## src/sv/dqsm_pkg.sv

```systemverilog
`default_nettype none

package dqsm_pkg;

  localparam logic [1:0] OP_TICK       = 2'd0;
  localparam logic [1:0] OP_READ_SPEED = 2'd1;
  localparam logic [1:0] OP_READ_FAULT = 2'd2;
  localparam logic [1:0] OP_INIT       = 2'd3;

  localparam logic [14:0] WINDOW_RESET = 15'd200;
  localparam logic [7:0]  FAULT_MAX    = 8'hFF;

  typedef struct packed {
    logic [1:0] op;
    logic [1:0] sens_right;
    logic [1:0] sens_left;
  } sample_t;

  typedef struct packed {
    logic signed [15:0] speed_right;
    logic signed [15:0] speed_left;
    logic               data_ready;
    logic               error_seen;
  } result_t;

  // Per-motor controls, already qualified by the accepted word.
  typedef struct packed {
    logic tick;
    logic init;
    logic window_end;
  } chan_ctrl_t;

  typedef struct packed {
    logic signed [1:0] step;
    logic              illegal;
  } step_t;

  // Code is {new pair, previous pair}. Both bits changing at once is illegal.
  function automatic step_t decode_step(input logic [3:0] code);
    step_t s;
    s = '{step: 2'sd0, illegal: 1'b0};
    unique case (code)
      4'h2, 4'h4, 4'hB, 4'hD: s.step = -2'sd1;
      4'h1, 4'h7, 4'h8, 4'hE: s.step = 2'sd1;
      4'h3, 4'h6, 4'hC, 4'h9: s.illegal = 1'b1;
      default:                s.step = 2'sd0;
    endcase
    return s;
  endfunction

endpackage

`default_nettype wire

```

## src/sv/dqsm_channel.sv

```systemverilog
`default_nettype none

module dqsm_channel
  import dqsm_pkg::*;
(
  input  wire logic        clk,
  input  wire logic        rst,
  input  wire chan_ctrl_t  ctrl,
  input  wire logic [1:0]  sens,
  output logic [15:0]      steps_sum,
  output logic             illegal
);

  logic [1:0]  prev;
  logic [15:0] steps;
  step_t       dec;

  always_comb begin
    dec       = decode_step({sens, prev});
    illegal   = dec.illegal;
    steps_sum = steps + {{14{dec.step[1]}}, dec.step};
  end

  always_ff @(posedge clk) begin
    if (rst) begin
      prev  <= '0;
      steps <= '0;
    end else if (ctrl.tick) begin
      prev  <= sens;
      steps <= ctrl.window_end ? 16'd0 : steps_sum;
    end else if (ctrl.init) begin
      prev  <= sens;
      steps <= '0;
    end
  end

endmodule

`default_nettype wire

```

## src/sv/dual_quadrature_speed_meter_top.sv

```systemverilog
// Dual quadrature speed meter.
// Input channel (sample_valid/sample_ready/sample) takes one word per cycle:
// a sample tick with both Hall sensor pairs, a speed read, a fault read that
// clears the fault count, or an init that captures the sensor pairs and
// clears the step and tick counts. Every accepted word gives exactly one
// result word on result_valid/result_ready/result from the single result
// register, in the next cycle. State update and result are computed on
// acceptance, so the rate is one word per clock while result_ready is high.
// While a result waits and result_ready is low, sample_ready is low; when the
// result is taken in the same cycle, a new word is accepted alongside.
// window_we/window_data set the tick count per speed window; write only
// while idle. Synchronous reset clears all counts, speeds and flags, sets the
// window to 200 ticks and empties the result register.
`default_nettype none

module dual_quadrature_speed_meter_top
  import dqsm_pkg::*;
(
  input  wire logic        clk,
  input  wire logic        rst,
  input  wire logic        sample_valid,
  output logic             sample_ready,
  input  wire sample_t     sample,
  output logic             result_valid,
  input  wire logic        result_ready,
  output result_t          result,
  input  wire logic        window_we,
  input  wire logic [14:0] window_data
);

  logic [14:0] window_ticks;
  logic [15:0] tick_count;
  logic [15:0] tick_count_next;
  logic [15:0] latched_right;
  logic [15:0] latched_left;
  logic        fresh_flag;
  logic        fresh_flag_next;
  logic [7:0]  fault_count;
  logic [7:0]  fault_count_next;
  result_t     result_next;

  logic        accept;
  logic        is_tick;
  logic        window_end;
  logic [15:0] tick_inc;
  chan_ctrl_t  ctrl;
  logic [15:0] sum_right;
  logic [15:0] sum_left;
  logic        ill_right;
  logic        ill_left;
  logic [9:0]  fault_sum;

  assign sample_ready = !result_valid || result_ready;
  assign accept       = sample_valid && sample_ready;
  assign is_tick      = accept && (sample.op == OP_TICK);
  assign tick_inc     = tick_count + 16'd1;
  assign window_end   = is_tick && (tick_inc >= {1'b0, window_ticks});

  assign ctrl = '{tick: is_tick,
                  init: accept && (sample.op == OP_INIT),
                  window_end: window_end};

  dqsm_channel u_right (
    .clk(clk), .rst(rst), .ctrl(ctrl), .sens(sample.sens_right),
    .steps_sum(sum_right), .illegal(ill_right)
  );

  dqsm_channel u_left (
    .clk(clk), .rst(rst), .ctrl(ctrl), .sens(sample.sens_left),
    .steps_sum(sum_left), .illegal(ill_left)
  );

  always_comb begin
    tick_count_next  = tick_count;
    fresh_flag_next  = fresh_flag;
    fault_count_next = fault_count;
    result_next      = '0;
    // Up to three faults in one tick: two illegal transitions and an overrun.
    fault_sum = {2'b00, fault_count} + {9'd0, ill_right} + {9'd0, ill_left}
              + {9'd0, window_end && fresh_flag};
    unique case (sample.op)
      OP_TICK: begin
        fault_count_next = (fault_sum > {2'b00, FAULT_MAX}) ? FAULT_MAX : fault_sum[7:0];
        if (window_end) begin
          tick_count_next = '0;
          fresh_flag_next = 1'b1;
        end else begin
          tick_count_next = tick_inc;
        end
      end
      OP_READ_SPEED: begin
        if (fresh_flag) begin
          result_next.speed_right = latched_right;
          result_next.speed_left  = latched_left;
          result_next.data_ready  = 1'b1;
          fresh_flag_next         = 1'b0;
        end
      end
      OP_READ_FAULT: begin
        result_next.error_seen = (fault_count != 8'd0);
        fault_count_next       = '0;
      end
      OP_INIT: begin
        tick_count_next = '0;
      end
      default: begin
        tick_count_next = tick_count;
      end
    endcase
  end

  always_ff @(posedge clk) begin
    if (rst) begin
      window_ticks <= WINDOW_RESET;
    end else if (window_we) begin
      window_ticks <= window_data;
    end
  end

  always_ff @(posedge clk) begin
    if (rst) begin
      tick_count    <= '0;
      latched_right <= '0;
      latched_left  <= '0;
      fresh_flag    <= 1'b0;
      fault_count   <= '0;
    end else if (accept) begin
      tick_count  <= tick_count_next;
      fresh_flag  <= fresh_flag_next;
      fault_count <= fault_count_next;
      if (window_end) begin
        latched_right <= sum_right;
        latched_left  <= sum_left;
      end
    end
  end

  always_ff @(posedge clk) begin
    if (rst) begin
      result_valid <= 1'b0;
    end else if (accept) begin
      result_valid <= 1'b1;
    end else if (result_ready) begin
      result_valid <= 1'b0;
    end
  end

  always_ff @(posedge clk) begin
    if (accept) begin
      result <= result_next;
    end
  end

endmodule

`default_nettype wire

```

## config.mk

```make
export PLATFORM = sky130hd
export DESIGN_NAME = dual_quadrature_speed_meter_top
export DESIGN_NICKNAME = d
export VERILOG_FILES = /design/src/sv/dqsm_pkg.sv /design/src/sv/dqsm_channel.sv /design/src/sv/dual_quadrature_speed_meter_top.sv
export SDC_FILE = /design/constraint.sdc
export NUM_CORES = 1
export LEC_CHECK = 0
export BUFFER_PORTS_ARGS = -buffer_cell sky130_fd_sc_hd__buf_2
export CAP_MARGIN = 30
export CORE_MARGIN = 8
export CORE_UTILIZATION = 40
export DETAILED_ROUTE_END_ITERATION = 6
export PLACE_DENSITY_LB_ADDON = 0.12
export SYNTH_ARGS = -nofsm -noshare
export SYNTH_HDL_FRONTEND = slang
export SYNTH_SLANG_ARGS = --single-unit
export TNS_END_PERCENT = 1
```

## constraint.sdc

```tcl
create_clock -name clk -period 6.8 [get_ports clk]
set_clock_uncertainty 0.05 [all_clocks]
set_input_delay 1.02 -clock clk [delete_from_list [all_inputs] [get_ports clk]]
set_output_delay 1.02 -clock clk [all_outputs]
set_load 0.05 [all_outputs]
```

# Word-level counts from Yosys, hierarchy flattened
# Cells that the tools add are included.
# W data, S select, Z words.
dict set report word_totals {
  word_cells 98
  output_inout_bits 36
  register_bits 143
  inputBits 26
}
dict set report classes {
  muxes 22
  reduce_logical 25
  magnitude_cmp 2
  eq_ne 28
  n_addsub 6
}
# cell n
set op_table {}
lappend op_table {{$mux W16} 6}
lappend op_table {{$eq A4 B4 Y1 const B} 12}
lappend op_table {{$add A16 B16 Y16} 2}
lappend op_table {{$pmux W16 S2} 1}
lappend op_table {{$eq A4 B3 Y1 const B} 6}
lappend op_table {{$reduce_or A4 Y1} 6}
lappend op_table {{$add A16 B1 Y16 const B} 1}
lappend op_table {{$eq A4 B2 Y1 const B} 4}
lappend op_table {{$ge A16 B15 Y1} 1}
lappend op_table {{$pmux W8 S2} 1}
lappend op_table {{$add A10 B1 Y10} 1}
lappend op_table {{$add A9 B1 Y10} 1}
lappend op_table {{$gt A10 B8 Y1 const B} 1}
lappend op_table {{$reduce_bool A2 Y1} 5}
lappend op_table {{$add A8 B1 Y9} 1}
lappend op_table {{$eq A4 B1 Y1 const B} 2}
lappend op_table {{$mux W2} 4}
lappend op_table {{$mux W8} 1}
lappend op_table {{$pmux W2 S2} 2}
lappend op_table {{$reduce_and A2 Y1} 4}
lappend op_table {{$reduce_bool A8 Y1} 1}
lappend op_table {{$mux W1} 6}
lappend op_table {{$logic_and A1 B1 Y1} 5}
lappend op_table {{$eq A2 B2 Y1 const B} 2}
lappend op_table {{7 further kinds} 7}

# Logic depth before layout (Yosys ltp)
dict set report depth {
  word_depth 10
  mapped_depth 24
  depth_no_buf 22
}

# Cells and area by module
# A second synthesis with hierarchy kept.
dict set report hier_totals {
  cells_unflattened 884
  area_unflattened_um2 8050.2
}
# mod seq_area_each_um2 area_per_inst_um2 cells_each n_inst
set modules_own_cells {}
lappend modules_own_cells {dual_quadrature_speed_meter_top 2482.4 5152.4 546 1}
lappend modules_own_cells {{dqsm_channel at u_right} 360.3 1482.7 174 1}
lappend modules_own_cells {{dqsm_channel at u_left} 360.3 1415.1 164 1}

# Worst setup path after synthesis
# Ideal clock, no wire load.
dict set report synth_path {
  kind {in2reg}
  from {input port result_ready}
  to {register fault_count[7]}
  n_path_buf 1
  slack_ns 1.712
  cell_stages 16
  setup_ns 0.133
  arrival_ns 4.905
  path_cell_list {nand2b_1 > nand2_1 > inv_1 > nand2_1 > a21oi_4 > buf_6 > and2_1 > fa_1 > ha_1 > inv_1 > fa_1 > nor2_1 > and3_1 > nand3b_1 > a21oi_1 > nor3_1}
}
dict set report synth_via {
  elab_chain_cells 9
  elab_cells_between_ends 10
  classes_between {add/sub (1); order compare (1); mux (2); reduce/logical (6)}
}
# element line
set synth_rtl {}
lappend synth_rtl {{start, declared} dual_quadrature_speed_meter_top.sv:25} ;# input wire logic result_ready,
lappend synth_rtl {{$logic_or A1 B1 Y1 (*)} dual_quadrature_speed_meter_top.sv:53} ;# assign sample_ready = !result_valid || result_ready;
lappend synth_rtl {{$logic_and A1 B1 Y1 (*)} dual_quadrature_speed_meter_top.sv:54} ;# assign accept = sample_valid && sample_ready;
lappend synth_rtl {{named net accept} dual_quadrature_speed_meter_top.sv:42} ;# logic accept;
lappend synth_rtl {{$logic_and A1 B1 Y1} dual_quadrature_speed_meter_top.sv:55} ;# assign is_tick = accept && (sample.op == OP_TICK);
lappend synth_rtl {{$logic_and A1 B1 Y1} dual_quadrature_speed_meter_top.sv:57} ;# assign window_end = is_tick && (tick_inc >= {1'b0, window_ticks});
lappend synth_rtl {{$logic_and A1 B1 Y1} dual_quadrature_speed_meter_top.sv:80} ;# + {9'd0, window_end && fresh_flag};
lappend synth_rtl {{$add A10 B1 Y10} dual_quadrature_speed_meter_top.sv:80}
lappend synth_rtl {{$gt A10 B8 Y1} dual_quadrature_speed_meter_top.sv:83} ;# fault_count_next = (fault_sum > {2'b00, FAULT_MAX}) ? FAULT_MAX : fault_sum[7:0];
lappend synth_rtl {{$mux W8} dual_quadrature_speed_meter_top.sv:83}
lappend synth_rtl {{$pmux W8 S2} dual_quadrature_speed_meter_top.sv:81} ;# unique case (sample.op)
lappend synth_rtl {{end signal, assigned} dual_quadrature_speed_meter_top.sv:130} ;# fault_count <= fault_count_next;
lappend synth_rtl {{end, declared} dual_quadrature_speed_meter_top.sv:38} ;# logic [7:0] fault_count;
# The timed path passes the listed nets; every way through them passes the cells marked *.
# A chain may end at the register's enable or synchronous reset.

# Worst setup path in the final report
dict set report layout_path {
  from {register tick_count[0]}
  to {register fault_count[6]}
}
dict set report layout_via {
  elab_chain_cells 8
}
# element line
set layout_rtl {}
lappend layout_rtl {{start, declared} dual_quadrature_speed_meter_top.sv:32} ;# logic [15:0] tick_count;
lappend layout_rtl {{start signal, assigned} dual_quadrature_speed_meter_top.sv:128} ;# tick_count <= tick_count_next;
lappend layout_rtl {{$add A16 B1 Y16 (*)} dual_quadrature_speed_meter_top.sv:56} ;# assign tick_inc = tick_count + 16'd1;
lappend layout_rtl {{$ge A16 B15 Y1 (*)} dual_quadrature_speed_meter_top.sv:57}
lappend layout_rtl {{$logic_and A1 B1 Y1 (*)} dual_quadrature_speed_meter_top.sv:57}
lappend layout_rtl {{$logic_and A1 B1 Y1 (*)} dual_quadrature_speed_meter_top.sv:80}
lappend layout_rtl {{$add A10 B1 Y10 (*)} dual_quadrature_speed_meter_top.sv:80}
lappend layout_rtl {{$gt A10 B8 Y1} dual_quadrature_speed_meter_top.sv:83}
lappend layout_rtl {{$mux W8 (*)} dual_quadrature_speed_meter_top.sv:83}
lappend layout_rtl {{$pmux W8 S2 (*)} dual_quadrature_speed_meter_top.sv:81}
# Mark *: on every way between the ends. The rest lies on a longest branch, timed or not.

==> metrics.txt <==
Synth async-reset ratio=0; routed vias=5991; CTS tree=done; Final Hold Fails=0; initial antenna violation count=0; I/O Buffers=just over 60; Syn. warnings=0; footprint of the multi-input gates=approximately 0.0041 mm2; post-route ant nets=0; total die area=about 0.024 mm2; syn avg cell area=9.409 um2; CP Launch Type=flip-flop; Worst path slowest cell=fa_1; power per cell area=242.5 mW/mm2; initial DRC count=approximately 320; num rows=50; largest net degree at the start of global routing=64; TritonRoute pass-1 iters=4; WP data arrival=~5.2 ns; Synth area leaders=dfxtp_1 (28%), edfxtp_1 (13%), ha_1 (8.5%); Most Frequent Cell on Critical Path=ha_1; number of fill cells=1764; crit path time final=4.986 ns; wire per inst=15.50 um; Residual DRC=0; main combinational cell family by area after synthesis=simple AND/OR/NAND/NOR gates; share of cells above drive strength 1=0.1341; routability cong.=0.8451; die width=154.5 um; post-route cell area=approximately 0.0087 mm2; Min-Delay Path Class=flip-flop to flip-flop; Adder-Cell Fraction of Synth Area=0.09528; total track usage=0.1491; DP Cell Count=1082; Slew HR=0.4655; fmax=roughly 200 MHz; antenna diode count=0; TritonCTS Buffers=17; most frequent cells in the layout=dfxtp_1 (109), nor2_1 (104), a21oi_1 (60), buf_2 (60), ha_1 (52); hold_sp=u_right.steps[2]; crit path kind=flip-flop to flip-flop; Synth Instances=just over 800; peak supply drop=roughly 170 uV; Max Buffers Root-to-Sink=2; HPWL Detailed=11620 um; global-route wire length before repair=28980 um; mapped cell area=0.007669 mm2; area grow syn2layout=14.08%; fraction of synthesized area in multiplexers=0.05613; Final TNS setup=0 ns; most common cell after layout, fill and taps aside=dfxtp_1; core area=0.01877 mm2; XOR/XNOR Fraction of Synth Area=0.05547; hold buffers post-CTS=0; Compound-Gate Fraction of Synth Area=0.1514; Seq cells post-synth=between 100 and 150; status=completed; Final Max Tran Viols=0; total of max-cap violations=0; GR Overflow Total=0; H-tree Lvls=4; Hold Path End=u_right.steps[2]; EDFF count, synth=34; CTS-repair resized insts=0; FF-to-FF Start=tick_count[0]; Synth Net Count=roughly 900; vias in the first global route=between 5000 and 6000; setup repair bufs after CTS=0; RR Endpoint=fault_count[6]; Tcrit/Tclk final=0.7333; worst skew pair latency=around 0.42 ns; I/O Pins=62; crit path capture type=flip-flop; Synth Flop Type=dfxtp_1; Placed Instance Area=about 0.0081 mm2; Max FO, Critical Path=5; final net count=approximately 950; cells on worst reg2reg path=22; Final setup viols=0; clk slew on worst S/H paths=0.06 ns; CTS root buf=clkbuf_16; Initial Util=0.4086; vias per inst=about 5.4; chip height=154.5 um; sequential cell area=0.003203 mm2; Seq/Total Area, Yosys=0.4177; reg-to-reg slack, setup=1.81 ns; fin cells=1114; routed wire length=17270 um; worst-margin pin slew=0.8017 ns; leakage=about 3.7 nW; RSZ-0062 raised after global routing=no; worst hold stages=2; worst path cell trace=ha_1 > nand3_1 > nor2_2 > and3_1 > nand3_2 > nor2_1 > xor2_1 > ha_1 > nand3_1 > o22ai_1 > and4bb_4 > a21oi_4 > and2_1 > fa_1 > ha_1 > inv_1 > fa_1 > nor2_1 > and3_1 > nand3b_1 > a21oi_1 > nor3_1; share of the synthesized area in the top cell type=0.2845; Simple-Gate Fraction of Synth Area=0.1800; crit-path max cell delay=between 0.4 and 0.5 ns; post-synth cell types=60; cell taking the most area after synthesis=dfxtp_1; clock sinks=143; Worst EP required=7.02 ns
## worst max-delay path by stage
stage,cells after the start,slack (ns),start,to
3_3_place_gp,22,2.00,tick_count[0],fault_count[6]
6_report,22,1.81,tick_count[0],fault_count[6]
4_1_cts,22,1.82,tick_count[0],fault_count[6]
2_1_floorplan,16,1.71,result_ready,fault_count[7]
5_1_grt,22,1.37,tick_count[0],fault_count[4]
3_5_place_dp,22,1.86,tick_count[0],fault_count[6]
## power breakdown
part | switching, W | internal [W]
Sequential | 0.00000982 | 0.000891
Clock | 0.000369 | 0.000601
Combinational | 0.000168 | 0.0000835
## sequential cells by signal (all words and copies together), names as in the netlist
register	cells
result_valid	1
u_right.prev	2
fresh_flag	1
latched_left	16
result	34
tick_count	16
window_ticks	15
u_left.steps	16
u_right.steps	16
latched_right	16
fault_count	8
u_left.prev	2
## final cells by class
cell class,count,area share
clock buffer,21,0.05263
clock inverter,11,0.01759
inverter,35,0.01502
multi-input combinational,600,0.4723
sequential,143,0.3661
tap,234,0.03347
timing repair buffer,70,0.04291
## Yosys cell counts (2+ instances only)
library cell and count:
dfxtp_1 109, o21a_1 7, and3_1 40, nor3_1 21
xor2_1 14, mux2i_1 43, a31oi_1 2, a211oi_2 4
a211oi_1 8, clkbuf_1 20, a311oi_1 2, a21o_1 16
nand2_1 39, or2_2 2, nand4_1 3, nor2b_1 6
nor4_1 5, o21ai_0 27, inv_1 35, buf_2 3
buf_8 2, o211ai_1 6, a41oi_1 2, nor2_2 2
nand2b_1 5, ha_1 52, nand3b_1 13, xnor2_1 32
and4_1 3, a22oi_1 27, a21oi_1 60, o31ai_1 2
fa_1 4, edfxtp_1 34, nand3_1 17, or3_1 3
o21bai_1 5, buf_1 6, o21ai_1 4, and2_1 3
buf_6 5, nor2_1 104
## cell families (layout without fill, tap and decap cells)
family          Yosys count  count (layout)
fa+ha+maj                56              56
buf+inv                  72             137
compound gates          180             180
flops                   143             143
simple gates            274             274
mux                      43              43
xor+xnor                 47              47
## worst max-delay path, delay by kind of cell, from the launching register on
kind | cells | cell delay (ns)
flops | 1 | 0.38
fa+ha+maj | 5 | 1.62
xor+xnor | 1 | 0.20
compound gates | 3 | 0.31
buf+inv | 1 | 0.05
simple gates | 12 | 2.21
## per-layer routing
layer	vias to the layer above	global-route usage	share of wire
met3	18	0.04096	0.053
met2	116	0.2390	0.45
met4	0	0.04713	0.011
li1	3021	-	-
met1	2836	0.1912	0.48
met5	-	0	0
## metrics by stage
stage / worst slack (ns) / power, W / util / hold slack (ns)
2_1_floorplan: 1.712 / 0.001106 / - / 0.3862
3_3_place_gp: 2.001 / 0.001167 / 0.4334 / 0.3943
3_5_place_dp: 1.863 / 0.001172 / 0.4334 / 0.4047
5_1_grt: 1.367 / 0.002213 / 0.4661 / 0.4362
4_1_cts: 1.822 / 0.002151 / 0.4661 / 0.4143
6_report: 1.814 / 0.002122 / 0.4661 / 0.4132
(Power assumes the default switching activity.)
